`config.mk`:
```
export PLATFORM = sky130hd
export DESIGN_NAME = psc_isqrt
export DESIGN_NICKNAME = d
export VERILOG_FILES = /design/src/sv/psc_pkg.sv /design/src/sv/psc_isqrt.sv
export SDC_FILE = /design/constraint.sdc
export NUM_CORES = 2
export LEC_CHECK = 0
export BUFFER_PORTS_ARGS = -buffer_cell sky130_fd_sc_hd__buf_2
export CORE_MARGIN = 5
export CORE_UTILIZATION = 60
export CTS_CLUSTER_SIZE = 24
export DETAILED_ROUTE_END_ITERATION = 12
export GPL_TIMING_DRIVEN = 0
export PLACE_DENSITY = 0.84
export SYNTH_ARGS = -nofsm -noshare
export SYNTH_HDL_FRONTEND = slang
export SYNTH_SLANG_ARGS = --single-unit
```
`constraint.sdc`:
```
create_clock -name i_clk -period 6.3 [get_ports i_clk]
set_clock_uncertainty 0.1 [all_clocks]
set_input_delay 1.575 -clock i_clk [delete_from_list [all_inputs] [get_ports i_clk]]
set_output_delay 1.575 -clock i_clk [all_outputs]
set_load 0.05 [all_outputs]
```
`src/sv/psc_pkg.sv`:
```
// Shared constants, mode codes and arctangent table for the phasor sequence block.
package psc_pkg;

    // mode codes
    localparam logic [2:0] MODE_UBC = 3'd0;
    localparam logic [2:0] MODE_UCA = 3'd1;
    localparam logic [2:0] MODE_UAB = 3'd2;
    localparam logic [2:0] MODE_ZERO = 3'd3;
    localparam logic [2:0] MODE_NEG = 3'd4;

    localparam int CORDIC_STAGES_DEF = 16;
    localparam int ATAN_LEN = 24;

    // angles in 1/64 degree
    localparam logic signed [16:0] FULL_TURN = 17'sd23040;
    localparam logic signed [16:0] THREE_QUARTER = 17'sd17280;
    localparam logic signed [16:0] HALF_TURN = 17'sd11520;
    localparam logic signed [16:0] QUARTER_TURN = 17'sd5760;
    localparam logic signed [16:0] THIRD_TURN = 17'sd7680;

    localparam logic [29:0] GAIN_Q30 = 30'd652032874;
    localparam logic [24:0] MAG_LIMIT = 25'h1FFFFFF;
    localparam logic [31:0] RECIP3 = 32'hAAAAAAAB;

    localparam int SQ_W = 62;     // width of x^2 + y^2
    localparam int ROOT_W = 31;   // width of its square root

    // atan(2^-i) in 2^-20 degree
    localparam logic signed [31:0] ATAN_TAB [ATAN_LEN] = '{
        32'sd47185920, 32'sd27855475, 32'sd14718068, 32'sd7471121,
        32'sd3750058, 32'sd1876857, 32'sd938658, 32'sd469357,
        32'sd234682, 32'sd117342, 32'sd58671, 32'sd29335,
        32'sd14668, 32'sd7334, 32'sd3667, 32'sd1833,
        32'sd917, 32'sd458, 32'sd229, 32'sd115,
        32'sd57, 32'sd29, 32'sd14, 32'sd7
    };

endpackage

```
`src/sv/psc_isqrt.sv`:
```
// Pipelined integer square root, one result bit per stage.
module psc_isqrt import psc_pkg::*; (
    input  logic              i_clk,
    input  logic              i_ce,
    input  logic [SQ_W-1:0]   i_val,
    output logic [ROOT_W-1:0] o_root
);

    logic [ROOT_W-1:0] s_root [0:ROOT_W];
    logic [SQ_W-1:0]   s_rem  [0:ROOT_W];
    logic [ROOT_W-1:0] r_root [0:ROOT_W-1];
    logic [SQ_W-1:0]   r_rem  [0:ROOT_W-1];

    assign s_root[0] = '0;
    assign s_rem[0]  = i_val;

    for (genvar j = 0; j < ROOT_W; j++) begin : g_bit
        localparam int B = ROOT_W - 1 - j;
        logic [SQ_W-1:0] w_trial;

        // (2*root + 2^B) * 2^B, root holds only bits above B
        assign w_trial = (SQ_W'(s_root[j]) << (B + 1)) | (SQ_W'(1) << (2 * B));

        always_ff @(posedge i_clk) begin
            if (i_ce) begin
                if (s_rem[j] >= w_trial) begin
                    r_rem[j]  <= s_rem[j] - w_trial;
                    r_root[j] <= s_root[j] | (ROOT_W'(1) << B);
                end else begin
                    r_rem[j]  <= s_rem[j];
                    r_root[j] <= s_root[j];
                end
            end
        end

        assign s_root[j+1] = r_root[j];
        assign s_rem[j+1]  = r_rem[j];
    end

    assign o_root = s_root[ROOT_W];

endmodule

```
==> results by group <==
Power
  • Switching Fraction: a little under a third
  • Seq pwr share: 47.9%
  • Pwr/cell area: around 360 nW/um^2
  • VDD IR max: 0.000288 V
  • Int Power: 0.0313 W
  • Pleak: around 47 nW
  • Switch Pwr: 0.0134 W
  • Clock power frac: 30.9%
  • Comb power frac: 21.1%

Final layout
  • Layout area overhead: 10.5%
  • Fill cells: roughly 13000
  • Total Nets Final: 10000
  • Register area: about 71000 um^2
  • Post-route cell area: 125000 um^2
  • Layout cells sized above 1: 6.51%
  • Multi-input gate area: 39300 um^2
  • Layout Cells excl Fill: 12100

STA
  • Worst Tran Pin Value: 1.44 ns
  • Rel. slew slack: 2.92%
  • Post-route setup slack: 0.633 ns
  • RSZ-0062 raised after global routing: false
  • Achievable clock frequency: 0.176 GHz
  • Part of the cycle the worst path needs: roughly nine tenths
  • Hold Fails Final Rpt: 0
  • Final Max Slew Viols: 0
  • Setup Viol. Count Final: 0
  • WHS: 0.332 ns
  • Tmin final: 5.67 ns

CTS
  • CTS Hold Bufs: 0
  • Clock transition at the registers of the reported paths: approximately 0.06 ns
  • Post_cts resized: 0
  • CTS Buf Count: 226
  • Largest buffer count on any clock path: 3
  • CTS tree: built
  • Setup Fix Bufs, Post-CTS: 0
  • CTS Sinks: 2356
  • H-tree depth: 4
  • CTS Root Cell: clkbuf_16
  • Skew-Pair Late Insertion Delay: 0.90 ns

Yosys
  • Area share of the largest cell type after synthesis: 62.5%
  • Top-count cell post-synth: edfxtp_1
  • Flops & latches, synth: 2356
  • Top FF cell, synth: edfxtp_1
  • Post-Synthesis Cells: roughly 9100
  • Netlist cell types: 82
  • Net Count, Synth: between 9000 and 10000
  • Ys async rst share: 0%
  • EDFF count, synth: between 2000 and 2500
  • Synth area leader: edfxtp_1
  • Top cells by area, synth: edfxtp_1 62%, ha_1 5.8%, xnor2_1 3.3%
  • Yosys warnings: 0
  • Most frequent cells after synthesis: 2356 x edfxtp_1, 730 x nand2_1, 640 x inv_1
  • Mapped Area: 113000 um^2
  • Sequential-to-total area share from yosys stat: 62.5%
  • Synthesized area per cell: about 12 um^2

Routing
  • Vias post-DR: 76100
  • Overall routed net length: 291 mm
  • DR iter-0 viols: between 8000 and 9000
  • DR DRC count: 0
  • Detail Route Antenna Nets: 0
  • Avg Vias per Cell: roughly 6.3
  • DRT Pass-1 Iters: 9
  • Drt wl/cell: 24.0 um

Die
  • IO Pins: 95
  • DIE WIDTH: 444 um
  • Initial Util: 60.3%
  • Row Count: ~160
  • Chip Height: 444 um
  • Core area: 188000 um^2
  • Die area: 198000 um^2

Critical path
  • Setup CP Type: reg2reg
  • CP max stage cell: nor3_2
  • CP max stage delay: ~0.84 ns
  • Crit Reg-Reg Startpoint: r_rem[1][749]$_DFFE_PP_
  • Startpoint types: flip-flop
  • CP max FO: 8
  • Critical path's top delay family: simple AND/OR/NAND/NOR gates
  • Crit path DAT: 6.14 ns
  • Critical Path, Cell by Cell: ha_1 -> o211ai_1 -> a21oi_1 -> a211oi_1 -> o2111ai_1 -> nand3_1 -> a21oi_1 -> nor3_2 -> clkinv_1 -> nand4_1 -> nor3_1 -> xor2_1
  • R2R depth: 12
  • FF-to-FF End: r_rem[1][846]$_DFFE_PP_
  • Buf/Inv on CP: 1
  • Crit. End Element: flip-flop
  • WP data required: 6.78 ns
  • Reg-to-reg slack, setup: 0.63 ns
  • Cell mode on critical path: a21oi_1

Hold path
  • Hold Path Origin: r_rem[0][880]$_DFFE_PP_
  • Worst Hold Path EP: r_rem[0][942]$_DFFE_PP_
  • Hold depth: 0
  • Type of the tightest min-delay check: reg2reg

Job
  • Max Cap Viol: 0

Global routing
  • Vias in the first global route: 74100
  • Initial antenna violation count: 10
  • Total gr overflow: 0
  • First-pass GRT wire length: between 400 and 500 mm
  • Largest net degree at the start of global routing: 80
  • GRT Util Overall: 29.0%

Placement
  • GPL Wtd Cong: 0.962
  • Placement Cell Area: approximately 120000 um^2
  • Post-DP HPWL: 218 mm
  • Placement Setup Slack: 0.0554 ns
  • Port bufs: 94
  • # placed instances: 11700

Outcome
  • Status: finished, final reports clean
## sequential cells by signal, indices dropped and copies added (netlist names)
register / cells
r_rem: 1860
r_root: 496
## kinds of logic after synthesis
group / synth area share [%]
AOI/OAI and AO/OA: 9.23
xor gates and xnor gates: 6.35
adders and majority gates: 5.80
buffers and inverters: 2.82
DFF: 62.5
muxes: 0.661
and+or+nand+nor: 12.7
## layout make-up
| type | instances | share of cell area (%) |
|---|---|---|
| Antenna cell | 8 | 0.0160 |
| Buffer | 206 | 0.721 |
| Sequential cell | 2356 | 56.5 |
| Tap cell | 2495 | 2.50 |
| Inverter | 641 | 1.92 |
| Clock inverter | 150 | 1.42 |
| Clock buffer | 263 | 4.65 |
| Multi-Input combinational cell | 5898 | 31.4 |
| Timing Repair Buffer | 115 | 0.808 |
## cells in the final DEF, fill, tap and decap left out, types with 46 or more instances in the layout
| master | synthesis | layout |
|---|---|---|
| edfxtp_1 | 2356 | 2356 |
| nor2_1 | 533 | 533 |
| or4_1 | 64 | 64 |
| nor3_1 | 271 | 271 |
| or3_1 | 93 | 93 |
| nand2b_1 | 112 | 112 |
| nand3_1 | 137 | 137 |
| clkbuf_1 | 186 | 187 |
| a21oi_1 | 431 | 431 |
| o21bai_1 | 49 | 49 |
| buf_2 | 14 | 108 |
| a211oi_1 | 46 | 46 |
| xor2_1 | 394 | 394 |
| clkbuf_16 | 0 | 227 |
| nor2b_1 | 73 | 73 |
| o21ai_0 | 549 | 549 |
| o21a_1 | 95 | 95 |
| inv_1 | 640 | 640 |
| nand4_1 | 159 | 159 |
| and3_1 | 46 | 46 |
| mux2_2 | 54 | 54 |
| xnor2_1 | 427 | 427 |
| ha_1 | 525 | 525 |
| nor4b_1 | 58 | 58 |
| nor4_1 | 307 | 305 |
| nand2_1 | 730 | 730 |
| a21o_1 | 222 | 222 |
## per-layer routing
metal,vias to the layer above,part of all wire [%],track usage (%)
met5,-,0.0079,0
met4,4,5.2,13.7
met3,832,8.2,5.70
met2,3774,48,48.7
met1,36800,38,36.5
li1,34700,-,-
## worst max-delay path by stage
stage,start,to,depth (start not counted),slack [ns]
global placement,i_ce,r_root[1][175]$_DFFE_PP_,6,-3.94
finish,r_rem[1][749]$_DFFE_PP_,r_rem[1][846]$_DFFE_PP_,12,0.63
CTS,r_rem[1][749]$_DFFE_PP_,r_rem[1][846]$_DFFE_PP_,12,0.95
floorplan,i_ce,r_rem[1][620]$_DFFE_PP_,5,0.68
global route,r_rem[1][749]$_DFFE_PP_,r_rem[1][846]$_DFFE_PP_,12,0.49
detailed placement,i_ce,r_root[1][255]$_DFFE_PP_,7,0.06
## power by group through the flow
stage	clock network, W	registers [W]	logic [W]
6_report	0.0138	0.0214	0.00945
5_1_grt	0.0147	0.0216	0.0104
4_1_cts	0.0140	0.0214	0.00928
3_5_place_dp	0	0.0217	0.00917
3_3_place_gp	0	0.0217	0.00893
2_1_floorplan	0	0.0210	0.00679
## through the flow
stage	TNS [ns]	util (%)	power (W)
after floorplan	0	-	0.0278
after global placement	-7685.84	62.2	0.0306
after detailed placement	0	62.6	0.0308
after CTS	0	66.6	0.0446
after global routing	0	66.6	0.0466
final	0	66.6	0.0447
(Power assumes the default switching activity.)
